**src/design/raster_to_page_bitplane_converter_unit_defines.svh**
```systemverilog
// Assertion macros shared by the converter's modules.
`ifndef RASTER_TO_PAGE_BITPLANE_CONVERTER_UNIT_DEFINES_SVH
`define RASTER_TO_PAGE_BITPLANE_CONVERTER_UNIT_DEFINES_SVH

// A condition that must hold at every clock edge outside reset.
`define R2P_ASSERT_ALWAYS(lbl, cond, msg) \
  lbl: assert property (@(posedge clk) disable iff (!rst_n) (cond)) else $error(msg);

// A consequence that must hold in the same cycle as its trigger.
`define R2P_ASSERT_SAME(lbl, ante, cons, msg) \
  lbl: assert property (@(posedge clk) disable iff (!rst_n) (ante) |-> (cons)) else $error(msg);

// A consequence that must hold in the cycle after its trigger.
`define R2P_ASSERT_NEXT(lbl, ante, cons, msg) \
  lbl: assert property (@(posedge clk) disable iff (!rst_n) (ante) |=> (cons)) else $error(msg);

`endif

```
**src/design/r2p_pkg.sv**
```systemverilog
package r2p_pkg;

  localparam int FRAME_WIDTH  = 128;
  localparam int FRAME_HEIGHT = 64;

  localparam int PAGE_COUNT = (FRAME_HEIGHT + 7) / 8;
  localparam int COL_W      = $clog2(FRAME_WIDTH);
  localparam int ROW_W      = $clog2(FRAME_HEIGHT);
  localparam int PROD_W     = ROW_W + COL_W;
  localparam int DATA_W     = 8;
  localparam int ADDR_W     = 13;

  // Row index inside the bottom page of the frame.
  localparam logic [2:0] LAST_PAGE_K = 3'((FRAME_HEIGHT - 1) % 8);
  localparam logic [2:0] FULL_PAGE_K = 3'd7;

  localparam logic [DATA_W-1:0] LIT_BYTE  = 8'hff;
  localparam logic [DATA_W-1:0] DARK_BYTE = 8'h00;

  localparam logic DIR_PACK   = 1'b0;
  localparam logic DIR_UNPACK = 1'b1;

  localparam int CMDQ_DEPTH = 4;
  localparam int OUTQ_DEPTH = 2;

  typedef struct packed {
    logic              dir;
    logic [DATA_W-1:0] data;
    logic [COL_W-1:0]  col;
    logic [ROW_W-1:0]  row;     // pixel row when packing, first row of the page when unpacking
    logic              emit;    // packing: this row completes a page
    logic [2:0]        last_k;  // unpacking: index of the final row in this page
  } cmd_t;

  typedef struct packed {
    logic [DATA_W-1:0] data;
    logic [ADDR_W-1:0] addr;
    logic              last;
  } res_t;

  function automatic logic [ADDR_W-1:0] addr_of(input logic [ROW_W-1:0] row,
                                                input logic [COL_W-1:0] col);
    logic [PROD_W-1:0] p;
    p = PROD_W'(row) * PROD_W'(FRAME_WIDTH) + PROD_W'(col);
    return ADDR_W'(p);
  endfunction

endpackage

```
**src/design/r2p_ram.sv**
```systemverilog
module r2p_ram #(
  parameter int WIDTH = 8,
  parameter int DEPTH = 128
) (
  input  logic                     clk,
  input  logic                     we,
  input  logic [$clog2(DEPTH)-1:0] waddr,
  input  logic [WIDTH-1:0]         wdata,
  input  logic                     re,
  input  logic [$clog2(DEPTH)-1:0] raddr,
  output logic [WIDTH-1:0]         rdata
);

  logic [WIDTH-1:0] mem_r [DEPTH];
  logic [WIDTH-1:0] rdata_r;

  always_ff @(posedge clk) begin
    if (we) begin
      mem_r[waddr] <= wdata;
    end
    if (re) begin
      rdata_r <= mem_r[raddr];
    end
  end

  assign rdata = rdata_r;

endmodule

```
**src/design/r2p_front.sv**
```systemverilog
module r2p_front (
  input  logic                       clk,
  input  logic                       rst_n,
  input  logic                       cfg_we,
  input  logic                       cfg_direction,
  input  logic                       push,
  input  logic [r2p_pkg::DATA_W-1:0] data_in,
  input  logic                       cmdq_full,
  output logic                       cmd_push,
  output r2p_pkg::cmd_t              cmd
);
  import r2p_pkg::*;

  logic             dir_r, dir_nxt;
  logic [COL_W-1:0] col_r, col_nxt;
  logic [ROW_W-1:0] rp_r, rp_nxt;
  logic             accept;
  logic             col_wrap;
  logic             rp_wrap;

  assign accept   = push && !cmdq_full;
  assign col_wrap = (col_r == COL_W'(FRAME_WIDTH - 1));
  assign rp_wrap  = (dir_r == DIR_PACK) ? (rp_r == ROW_W'(FRAME_HEIGHT - 1))
                                        : (rp_r == ROW_W'(PAGE_COUNT - 1));

  always_comb begin
    cmd.dir  = dir_r;
    cmd.data = data_in;
    cmd.col  = col_r;
    if (dir_r == DIR_PACK) begin
      cmd.row    = rp_r;
      cmd.emit   = (rp_r[2:0] == 3'd7) || (rp_r == ROW_W'(FRAME_HEIGHT - 1));
      cmd.last_k = FULL_PAGE_K;
    end else begin
      cmd.row    = rp_r << 3;
      cmd.emit   = 1'b1;
      cmd.last_k = (rp_r == ROW_W'(PAGE_COUNT - 1)) ? LAST_PAGE_K : FULL_PAGE_K;
    end
  end

  assign cmd_push = accept;

  always_comb begin
    dir_nxt = dir_r;
    col_nxt = col_r;
    rp_nxt  = rp_r;
    if (accept) begin
      if (col_wrap) begin
        col_nxt = '0;
        rp_nxt  = rp_wrap ? '0 : rp_r + 1'b1;
      end else begin
        col_nxt = col_r + 1'b1;
      end
    end
    // A direction write restarts the frame at its top-left corner.
    if (cfg_we) begin
      dir_nxt = cfg_direction;
      col_nxt = '0;
      rp_nxt  = '0;
    end
  end

  always_ff @(posedge clk) begin
    if (!rst_n) begin
      dir_r <= DIR_PACK;
      col_r <= '0;
      rp_r  <= '0;
    end else begin
      dir_r <= dir_nxt;
      col_r <= col_nxt;
      rp_r  <= rp_nxt;
    end
  end

endmodule

```
**src/design/r2p_cmdq.sv**
```systemverilog
`include "raster_to_page_bitplane_converter_unit_defines.svh"

module r2p_cmdq (
  input  logic          clk,
  input  logic          rst_n,
  input  logic          push,
  input  r2p_pkg::cmd_t push_data,
  output logic          full,
  input  logic          pop,
  output logic          valid,
  output r2p_pkg::cmd_t head
);
  import r2p_pkg::*;

  localparam int PTR_W = $clog2(CMDQ_DEPTH);
  localparam int CNT_W = $clog2(CMDQ_DEPTH + 1);

  cmd_t             mem_r [CMDQ_DEPTH];
  logic [PTR_W-1:0] wr_ptr_r, wr_ptr_nxt;
  logic [PTR_W-1:0] rd_ptr_r, rd_ptr_nxt;
  logic [CNT_W-1:0] count_r, count_nxt;
  logic             do_push;
  logic             do_pop;

  assign full    = (count_r == CNT_W'(CMDQ_DEPTH));
  assign valid   = (count_r != '0);
  assign head    = mem_r[rd_ptr_r];
  assign do_push = push && !full;
  assign do_pop  = pop && valid;

  always_comb begin
    wr_ptr_nxt = wr_ptr_r;
    rd_ptr_nxt = rd_ptr_r;
    count_nxt  = count_r;
    if (do_push) begin
      wr_ptr_nxt = (wr_ptr_r == PTR_W'(CMDQ_DEPTH - 1)) ? '0 : wr_ptr_r + 1'b1;
    end
    if (do_pop) begin
      rd_ptr_nxt = (rd_ptr_r == PTR_W'(CMDQ_DEPTH - 1)) ? '0 : rd_ptr_r + 1'b1;
    end
    if (do_push && !do_pop) begin
      count_nxt = count_r + 1'b1;
    end else if (do_pop && !do_push) begin
      count_nxt = count_r - 1'b1;
    end
  end

  always_ff @(posedge clk) begin
    if (do_push) begin
      mem_r[wr_ptr_r] <= push_data;
    end
  end

  always_ff @(posedge clk) begin
    if (!rst_n) begin
      wr_ptr_r <= '0;
      rd_ptr_r <= '0;
      count_r  <= '0;
    end else begin
      wr_ptr_r <= wr_ptr_nxt;
      rd_ptr_r <= rd_ptr_nxt;
      count_r  <= count_nxt;
    end
  end

  `R2P_ASSERT_ALWAYS(a_cmdq_count_bound, count_r <= CNT_W'(CMDQ_DEPTH), "command queue overfilled")
  `R2P_ASSERT_SAME(a_cmdq_no_overflow, push, !full, "request pushed into a full command queue")
  `R2P_ASSERT_NEXT(a_cmdq_push_seen, do_push && !do_pop, valid, "pushed request not visible")

endmodule

```
**src/design/r2p_back.sv**
```systemverilog
`include "raster_to_page_bitplane_converter_unit_defines.svh"

module r2p_back (
  input  logic                       clk,
  input  logic                       rst_n,
  input  logic                       cmd_valid,
  input  r2p_pkg::cmd_t              cmd,
  output logic                       cmd_pop,
  output logic                       out_empty,
  input  logic                       out_pop,
  output logic [r2p_pkg::DATA_W-1:0] out_data,
  output logic [r2p_pkg::ADDR_W-1:0] out_addr,
  output logic                       out_last
);
  import r2p_pkg::*;

  localparam int OPTR_W = $clog2(OUTQ_DEPTH);
  localparam int OCNT_W = $clog2(OUTQ_DEPTH + 1);

  logic              s1_v_r, s1_v_nxt;
  cmd_t              s1_cmd_r;
  logic [2:0]        k_r, k_nxt;

  logic [DATA_W-1:0] acc_rdata;
  logic [DATA_W-1:0] acc;
  logic [2:0]        bit_sel;
  logic              res_v;
  logic              done;
  logic              fire;
  logic              retire;
  logic              load;
  logic [ROW_W-1:0]  arow;
  res_t              res;

  res_t              oq_r [OUTQ_DEPTH];
  logic [OPTR_W-1:0] owr_r, owr_nxt;
  logic [OPTR_W-1:0] ord_r, ord_nxt;
  logic [OCNT_W-1:0] ocnt_r, ocnt_nxt;
  logic              oq_full;
  logic              oq_push;
  logic              oq_pop;

  r2p_ram #(
    .WIDTH(DATA_W),
    .DEPTH(FRAME_WIDTH)
  ) u_acc_ram (
    .clk  (clk),
    .we   (fire && (s1_cmd_r.dir == DIR_PACK)),
    .waddr(s1_cmd_r.col),
    .wdata(acc),
    .re   (load),
    .raddr(cmd.col),
    .rdata(acc_rdata)
  );

  assign bit_sel = s1_cmd_r.row[2:0];

  // The top row of a page starts a fresh column byte.
  always_comb begin
    acc = (bit_sel == 3'd0) ? '0 : acc_rdata;
    if (s1_cmd_r.data != '0) begin
      acc = acc | (DATA_W'(1) << bit_sel);
    end
  end

  always_comb begin
    if (s1_cmd_r.dir == DIR_PACK) begin
      res_v = s1_cmd_r.emit;
      done  = 1'b1;
      arow  = s1_cmd_r.row >> 3;
    end else begin
      res_v = 1'b1;
      done  = (k_r == s1_cmd_r.last_k);
      arow  = s1_cmd_r.row + ROW_W'(k_r);
    end
  end

  always_comb begin
    res.addr = addr_of(arow, s1_cmd_r.col);
    res.last = done;
    if (s1_cmd_r.dir == DIR_PACK) begin
      res.data = acc;
    end else begin
      res.data = s1_cmd_r.data[k_r] ? LIT_BYTE : DARK_BYTE;
    end
  end

  assign fire    = s1_v_r && (!res_v || !oq_full);
  assign retire  = fire && done;
  assign load    = cmd_valid && (!s1_v_r || retire);
  assign cmd_pop = load;
  assign oq_push = fire && res_v;

  always_comb begin
    s1_v_nxt = s1_v_r;
    k_nxt    = k_r;
    if (load) begin
      s1_v_nxt = 1'b1;
      k_nxt    = '0;
    end else if (retire) begin
      s1_v_nxt = 1'b0;
    end else if (fire) begin
      k_nxt = k_r + 1'b1;
    end
  end

  always_ff @(posedge clk) begin
    if (load) begin
      s1_cmd_r <= cmd;
    end
  end

  always_ff @(posedge clk) begin
    if (!rst_n) begin
      s1_v_r <= 1'b0;
      k_r    <= '0;
    end else begin
      s1_v_r <= s1_v_nxt;
      k_r    <= k_nxt;
    end
  end

  // Result queue: decouples the result side so a stalled pop does not block a new request until it fills.
  assign oq_full   = (ocnt_r == OCNT_W'(OUTQ_DEPTH));
  assign out_empty = (ocnt_r == '0);
  assign oq_pop    = out_pop && !out_empty;
  assign out_data  = oq_r[ord_r].data;
  assign out_addr  = oq_r[ord_r].addr;
  assign out_last  = oq_r[ord_r].last;

  always_comb begin
    owr_nxt  = owr_r;
    ord_nxt  = ord_r;
    ocnt_nxt = ocnt_r;
    if (oq_push) begin
      owr_nxt = (owr_r == OPTR_W'(OUTQ_DEPTH - 1)) ? '0 : owr_r + 1'b1;
    end
    if (oq_pop) begin
      ord_nxt = (ord_r == OPTR_W'(OUTQ_DEPTH - 1)) ? '0 : ord_r + 1'b1;
    end
    if (oq_push && !oq_pop) begin
      ocnt_nxt = ocnt_r + 1'b1;
    end else if (oq_pop && !oq_push) begin
      ocnt_nxt = ocnt_r - 1'b1;
    end
  end

  always_ff @(posedge clk) begin
    if (oq_push) begin
      oq_r[owr_r] <= res;
    end
  end

  always_ff @(posedge clk) begin
    if (!rst_n) begin
      owr_r  <= '0;
      ord_r  <= '0;
      ocnt_r <= '0;
    end else begin
      owr_r  <= owr_nxt;
      ord_r  <= ord_nxt;
      ocnt_r <= ocnt_nxt;
    end
  end

  `R2P_ASSERT_SAME(a_k_in_page, s1_v_r && (s1_cmd_r.dir == DIR_UNPACK), k_r <= s1_cmd_r.last_k, "row index ran past the page")
  `R2P_ASSERT_NEXT(a_hold_mid_page, fire && !done, s1_v_r && $stable(s1_cmd_r), "request left the stage before its last row")
  `R2P_ASSERT_ALWAYS(a_outq_bound, ocnt_r <= OCNT_W'(OUTQ_DEPTH), "result queue overfilled")

endmodule

```
**src/design/raster_to_page_bitplane_converter_unit.sv**
```systemverilog
// Raster / page layout converter for a monochrome frame.
// Input channel: in_push with in_data_in; a request is taken when in_push is high
// and in_full is low. Result channel: while out_empty is low the oldest result sits
// on out_data_out, out_address and out_last, and out_pop takes it.
// cfg_we writes cfg_direction (0 packs raster pixel bytes into page column bytes,
// 1 unpacks page bytes into pixel bytes) and restarts the frame at the top-left.
// Write it only while no request is in flight.
// A front stage tracks column and row or page and tags each request, a four-entry
// queue holds tagged requests, and a back stage updates the column accumulator RAM
// or expands a page byte into pixels, feeding a two-entry result queue.
// A taken request passes through the command queue and the back stage register.
// Throughput: packing takes one pixel per cycle and unpacking gives one result per
// cycle, either unless a full result queue stalls the back stage; a page byte
// occupies the back stage for up to eight results, set by the single result port.
// Reset clears the direction, counters and queues; accumulator contents are rebuilt
// at the top row of every page. When the receiver stalls, results back up into the
// queues and in_full rises once both are full.
module raster_to_page_bitplane_converter_unit (
  input  logic                       clk,
  input  logic                       rst_n,
  input  logic                       cfg_we,
  input  logic                       cfg_direction,
  input  logic                       in_push,
  output logic                       in_full,
  input  logic [r2p_pkg::DATA_W-1:0] in_data_in,
  output logic                       out_empty,
  input  logic                       out_pop,
  output logic [r2p_pkg::DATA_W-1:0] out_data_out,
  output logic [r2p_pkg::ADDR_W-1:0] out_address,
  output logic                       out_last
);
  import r2p_pkg::*;

  logic cmd_push;
  cmd_t cmd_in;
  logic cmdq_full;
  logic cmdq_valid;
  logic cmdq_pop;
  cmd_t cmdq_head;

  assign in_full = cmdq_full;

  r2p_front u_front (
    .clk          (clk),
    .rst_n        (rst_n),
    .cfg_we       (cfg_we),
    .cfg_direction(cfg_direction),
    .push         (in_push),
    .data_in      (in_data_in),
    .cmdq_full    (cmdq_full),
    .cmd_push     (cmd_push),
    .cmd          (cmd_in)
  );

  r2p_cmdq u_cmdq (
    .clk      (clk),
    .rst_n    (rst_n),
    .push     (cmd_push),
    .push_data(cmd_in),
    .full     (cmdq_full),
    .pop      (cmdq_pop),
    .valid    (cmdq_valid),
    .head     (cmdq_head)
  );

  r2p_back u_back (
    .clk      (clk),
    .rst_n    (rst_n),
    .cmd_valid(cmdq_valid),
    .cmd      (cmdq_head),
    .cmd_pop  (cmdq_pop),
    .out_empty(out_empty),
    .out_pop  (out_pop),
    .out_data (out_data_out),
    .out_addr (out_address),
    .out_last (out_last)
  );

endmodule

```
**config.mk**
```make
export PLATFORM = sky130hd
export DESIGN_NAME = raster_to_page_bitplane_converter_unit
export DESIGN_NICKNAME = d
export VERILOG_FILES = /design/src/design/r2p_pkg.sv /design/src/design/r2p_ram.sv /design/src/design/r2p_front.sv /design/src/design/r2p_cmdq.sv /design/src/design/r2p_back.sv /design/src/design/raster_to_page_bitplane_converter_unit.sv
export VERILOG_INCLUDE_DIRS = /design/src /design/src/design
export SDC_FILE = /design/constraint.sdc
export NUM_CORES = 2
export LEC_CHECK = 0
export ABC_AREA = 1
export BUFFER_PORTS_ARGS = -buffer_cell sky130_fd_sc_hd__buf_2
export CORE_MARGIN = 8
export CORE_UTILIZATION = 40
export CTS_CLUSTER_DIAMETER = 100
export CTS_CLUSTER_SIZE = 10
export DETAILED_ROUTE_END_ITERATION = 8
export HOLD_SLACK_MARGIN = 0.06
export PLACE_DENSITY = 0.61
export SETUP_SLACK_MARGIN = 0.1
export SYNTH_ARGS = -nofsm -noshare
export SYNTH_HDL_FRONTEND = slang
export SYNTH_SLANG_ARGS = --single-unit
```
**constraint.sdc**
```tcl
create_clock -name clk -period 11.8 [get_ports clk]
set_input_delay 2.95 -clock clk [delete_from_list [all_inputs] [get_ports clk]]
set_output_delay 2.95 -clock clk [all_outputs]
set_load 0.01 [all_outputs]
```
## Word level (Yosys, flattened, before mapping)

Memories as Yosys holds them, arrays and structs flattened. A register that Yosys moved wholly into a read port is not among the register bits.
Cells that the tools add are included.

| storage, ports and cells | value |
|---|---|
| output and inout port bits | 24 |
| register bits | 55 |
| RAM bits | 1,172 |
| memories | 3 |
| bits of input ports | 14 |
| word-level logic and storage cells | 117 |

| operators by class | value |
|---|---|
| shift-type cells | 1 |
| $lt $le $gt $ge | 1 |
| add/subtract/negate cells | 13 |
| bitwise logic cells | 4 |
| muxes and demuxes | 33 |
| equal/unequal tests | 9 |
| reduce and logical (&&, ||, !) cells | 36 |

Memories:

| memory | depth | width | rd ports | clocked after Yosys merged registers in | write ports | line | source |
|---|---|---|---|---|---|---|---|
| u_back.u_acc_ram.mem_r | 128 | 8 | 1 | 1 | 1 | r2p_ram.sv:14 | `logic [WIDTH-1:0] mem_r [DEPTH];` |
| u_cmdq.mem_r | 4 | 26 | 1 | 1 | 1 | r2p_cmdq.sv:18 | `cmd_t mem_r [CMDQ_DEPTH];` |
| u_back.oq_r | 2 | 22 | 1 | 1 | 1 | r2p_back.sv:35 | `res_t oq_r [OUTQ_DEPTH];` |

Operators with widths:

| kind | count |
|---|---|
| $mux W8 | 4 |
| $mux W1 | 16 |
| $add A13 B7 Y13 | 1 |
| $logic_and A1 B1 Y1 | 13 |
| $mux W2 | 6 |
| $mux W6 | 2 |
| $mux W10 | 1 |
| $logic_not A1 Y1 | 9 |
| $or A8 B8 Y8 | 1 |
| $reduce_bool A8 Y1 | 1 |
| $shl A1 B3 Y8 const A | 1 |
| $add A7 B1 Y7 const B | 1 |
| $eq A7 B7 Y1 const B | 1 |
| $mux W7 | 1 |
| $add A2 B1 Y2 const B | 3 |
| $add A3 B1 Y3 const B | 2 |
| $add A6 B1 Y6 const B | 1 |
| $add A6 B3 Y6 | 1 |
| $eq A2 B2 Y1 const B | 3 |
| $eq A3 B3 Y1 const B | 2 |
| $eq A6 B3 Y1 const B | 1 |
| $eq A6 B6 Y1 const B | 1 |
| $mux W3 | 2 |
| $reduce_bool A2 Y1 | 3 |
| other kinds (13) | 20 |

## Depth between registers and ports, before layout

| logic depth | value |
|---|---|
| word-level depth | 11 |
| depth in mapped cells | 17 |
| gate-level depth less buffers | 15 |

## Modules after synthesis

From an unflattened synthesis, not the netlist that was laid out.

| second synthesis, totals | value |
|---|---|
| cell total of the unflattened synthesis | 4,302 |
| area, all modules | 50,847.5 um2 |

Modules (own cells, without submodules):

| module | sequential area each (um2) | instances | area each (um2) | cells each |
|---|---|---|---|---|
| r2p_ram | 30,989.7 | 1 | 42,184.2 | 3,575 |
| r2p_cmdq | 3,303.2 | 1 | 4,341.7 | 322 |
| r2p_back | 2,282.2 | 1 | 3,355.7 | 264 |
| r2p_front | 280.3 | 1 | 965.9 | 141 |

## Least setup slack after synthesis

OpenSTA, ideal clock, no wires.

| path | value |
|---|---|
| path kind | flip-flop to flip-flop |
| from | reg u_back.s1_cmd_r, in the netlist u_back.bit_sel[1] |
| to | mem u_back.u_acc_ram.mem_r[0][2], data pin |
| data arrival time | 7,894 ps |
| setup slack | 2,303 ps |
| path buffers | 0 |
| clock period less this slack | 9,497 ps |
| cell stages (with the launch flop) | 3 |
| library setup time | 1,603 ps |
| required time | 10,197 ps |
| path through | edfxtp_1 inv_1 o41ai_1 |

| on the way | value |
|---|---|
| word-level cells in the longest chain between the ends | 4 |
| elaborated cells on any way between the ends | 5 |
| those cells by class | shift: 1; mux: 2; bitwise: 1; reduce/logical: 1 |

Ends and longest elaborated chain:

| what | line | source |
|---|---|---|
| start: declaration | r2p_back.sv:21 | `cmd_t s1_cmd_r;` |
| start signal: assignment | r2p_back.sv:109 | `s1_cmd_r <= cmd;` |
| $logic_not A3 Y1 | r2p_back.sv:60 | `acc = (bit_sel == 3'd0) ? '0 : acc_rdata;` |
| $mux W8 | r2p_back.sv:60 |  |
| $or A8 B8 Y8 | r2p_back.sv:62 | `acc = acc \| (DATA_W'(1) << bit_sel);` |
| $mux W8 (*) | r2p_back.sv:61 | `if (s1_cmd_r.data != '0) begin` |
| via u_back.acc[2] | r2p_back.sv:25 | `logic [DATA_W-1:0] acc;` |
| end: declaration | r2p_ram.sv:14 |  |

Mark *: on every way through the listed nets, which the timed path passes. The rest lies on a longest branch.

==> summary.txt <==
WL/cell -> 21.4 um
CTS buffer count -> 140
CP startpoint kind -> flop
ratio of cells with drive above 1 in the final layout -> 6.49%
Mapped Cells -> 4673
Worst-Margin Slew -> 1.26 ns
largest net degree at the start of global routing -> 208
Post-Route Utilization -> 44.4%
crit-path max FO -> 105
row count -> 133
DRT Pass-1 Iters -> 9
critical path, cell by cell -> buf_4, inv_2, nand2_1, nand3_4, nand2_8, buf_4, buf_4, nand2_1, nand3_1, nand3_1, nand3_1, nand3_1, nand3_1, nand2_1, nand2_1, nand2_1
Initial Util -> 40.3%
TNS Setup -> 0 ns
#FFs+latches synth -> 1223
Clock Latency Late Sink -> 0.73 ns
Crit. End Element -> flop
Pwr Density -> 288 nW/um^2
Syn Area/Cell -> 11.4 um^2
port bufs -> 37
clk sinks -> 1223
Filler cells -> 11895
Primary FF master, synth -> edfxtp_1
Post-Synth XOR/XNOR Area -> 0.0990%
Hold Vio Cnt, Final -> 0
Async SR Flop Fraction -> 0%
H-tree depth -> 4
die width -> 380 um
crit path DAT -> 6.05 ns
Slew Viols, Final -> 0
post-cts sizing count -> 0
post-synth top area cell -> edfxtp_1
post-route ant nets -> 0
Worst IR Drop VDD -> 0.358 mV
Syn Nets -> 4704
# nets final -> 4653
via/cell ratio -> 5.35
gp weighted congestion -> 0.807
Design Area, Final -> 58400 um^2
full die area -> 145000 um^2
DR DRC count -> 0
I/O pin total -> 38
CP max stage cell -> buf_4
Worst slew margin -> 16.0%
multiplexer area fraction after synthesis -> 0.486%
Tot GR Track Use -> 18.2%
Post-Synth Simple-Gate Area -> 21.7%
Final Total Pwr -> 16.8 mW
f_max -> 179 MHz
CTS tree -> yes
Ys Warns -> 0
Final period util -> 47.3%
synthesized area -> 53100 um^2
post-synth top area share -> 67.4%
WHS -> 0.494 ns
status -> finished clean
most numerous cell in the Yosys netlist -> edfxtp_1
initial DRC count -> 3314
top post-synthesis cells by area -> edfxtp_1 (67%), nand3_1 (8.5%), nand2_1 (6.2%)
largest family of logic cells by synthesized area -> simple AND/OR/NAND/NOR gates
Post-synth EDFFs -> 1191
WS Path Type -> flop to flop
DIE HEIGHT -> 380 um
Core Area -> 132000 um^2
synth cell count leaders -> edfxtp_1 (1191), nand3_1 (903), nand2_1 (873)
setup violators final -> 0
clock slew at reported path FFs -> 0.05 ns
initial antenna violation count -> 1
post-synthesis sequential area ratio -> 68.6%
detailed-route wire length -> 137000 um
deepest clock path buffer count -> 3
adder-cell share of the synthesized area -> 0.429%
max incr delay on CP -> 0.92 ns
total of max-cap violations -> 0
Reg area -> 36400 um^2
Leakage Power -> 21.6 nW
Post-DP HPWL -> 75200 um
Yosys cell types -> 42
area fraction in compound gates after synthesis -> 2.01%
Syn-to-layout area delta -> 10.0%
Post-CTS Setup Bufs -> 0
crit path time final -> 5.58 ns
Clock Skews -> 0.0294 ns
first-pass GRT wire length -> 206000 um
Hold Buf Count CTS -> 0
RSZ-0062 raised after global routing -> no
area taken by multi-input logic gates -> 13300 um^2
number of global-route vias before repair -> 32875
Worst Path Required -> 12.27 ns
Vias -> 34284
grt total ovfl -> 0
Hold Path Class -> flop to flop
CTS root buf -> clkbuf_16
Area after DPL -> 54600 um^2
[registers in the layout (all words and copies together), names as in the netlist, 2 cells and up, named ones only]
register and count:
u_back.u_acc_ram.mem_r 1024, u_cmdq.mem_r 92, u_back.oq_r 44, u_back.s1_cmd_r 20, u_back.u_acc_ram.rdata 8, u_front.col_r 7, u_front.rp_r 6, u_back.bit_sel 3
u_back.k_r 3, u_cmdq.count_r 3, u_back.ocnt_r 2, u_cmdq.rd_ptr_r 2, u_cmdq.wr_ptr_r 2
[cell families after synthesis]
logic type      after synthesis
xor+xnor                      6
fa+ha+maj                    17
flops                      1223
mux                          23
compound gates              188
simple gates               2384
buf+inv                     832
[layout by cell type, fill, tap and decap left out, types with 4 or more instances in the layout]
| master | synthesis | final |
|---|---|---|
| buf_4 | 39 | 52 |
| inv_6 | 0 | 5 |
| o22ai_1 | 18 | 18 |
| o41ai_2 | 0 | 6 |
| nand2_1 | 873 | 872 |
| clkbuf_1 | 38 | 22 |
| edfxtp_1 | 1191 | 1191 |
| nand4_1 | 10 | 10 |
| nand3b_1 | 360 | 360 |
| o211ai_1 | 9 | 9 |
| dfxtp_1 | 32 | 32 |
| inv_1 | 539 | 538 |
| clkbuf_16 | 0 | 145 |
| a21oi_1 | 23 | 23 |
| inv_2 | 6 | 4 |
| ha_1 | 15 | 15 |
| mux2_2 | 22 | 22 |
| nor3_1 | 9 | 9 |
| xor2_1 | 5 | 5 |
| nand3_1 | 903 | 903 |
| nor2_1 | 219 | 212 |
| nor2_2 | 0 | 6 |
| o21ai_1 | 51 | 51 |
| buf_2 | 187 | 37 |
| buf_12 | 0 | 4 |
| o21ai_0 | 70 | 69 |
[report_power, final]
group	switching (mW)	internal [mW]
registers	0.119	5.95
clock network	1.61	2.19
logic	5.32	1.62
[metrics by stage]
stage / std cells / setup WS [ns]
2_1_floorplan: 4673 / 2.30
3_5_place_dp: 6235 / 6.31
6_report: 6412 / 6.22
5_1_grt: 6411 / 5.77
3_3_place_gp: 6235 / 6.37
4_1_cts: 6411 / 6.33
[final cells by class]
| class | instances | area share (%) |
|---|---|---|
| timing repair buffer | 93 | 1.12 |
| clock buffer | 167 | 6.36 |
| tap | 1755 | 3.76 |
| clock inverter | 9 | 0.150 |
| antenna | 1 | 0.00429 |
| multi-input combinational | 2618 | 22.7 |
| sequential | 1223 | 62.4 |
| inverter | 546 | 3.53 |
[final timing paths]
check,from,endpoint,slack (ns),depth (start not counted)
hold reg to reg,u_cmdq.count_r[2],u_cmdq.count_r[2],0.49,2
setup / recovery,flop,u_back.u_acc_ram.rdata[5],6.22,16
hold / removal,u_cmdq.count_r[2],u_cmdq.count_r[2],0.49,2
setup reg to reg,flop,u_back.u_acc_ram.rdata[5],6.22,16
[per-layer routing]
layer,wire length (um),global-route usage [%]
met3,9790,3.15
met2,64000,29.2
met1,59000,25.2
met4,4220,6.15
met5,0,0
[worst max-delay path, delay by kind of cell, from the launching register on]
kind                   cells  cell delay, ns
buffers and inverters      4            2.44
DFF                        1            0.30
and+or+nand+nor           12            2.36
Power figures use the tool's default switching activity.
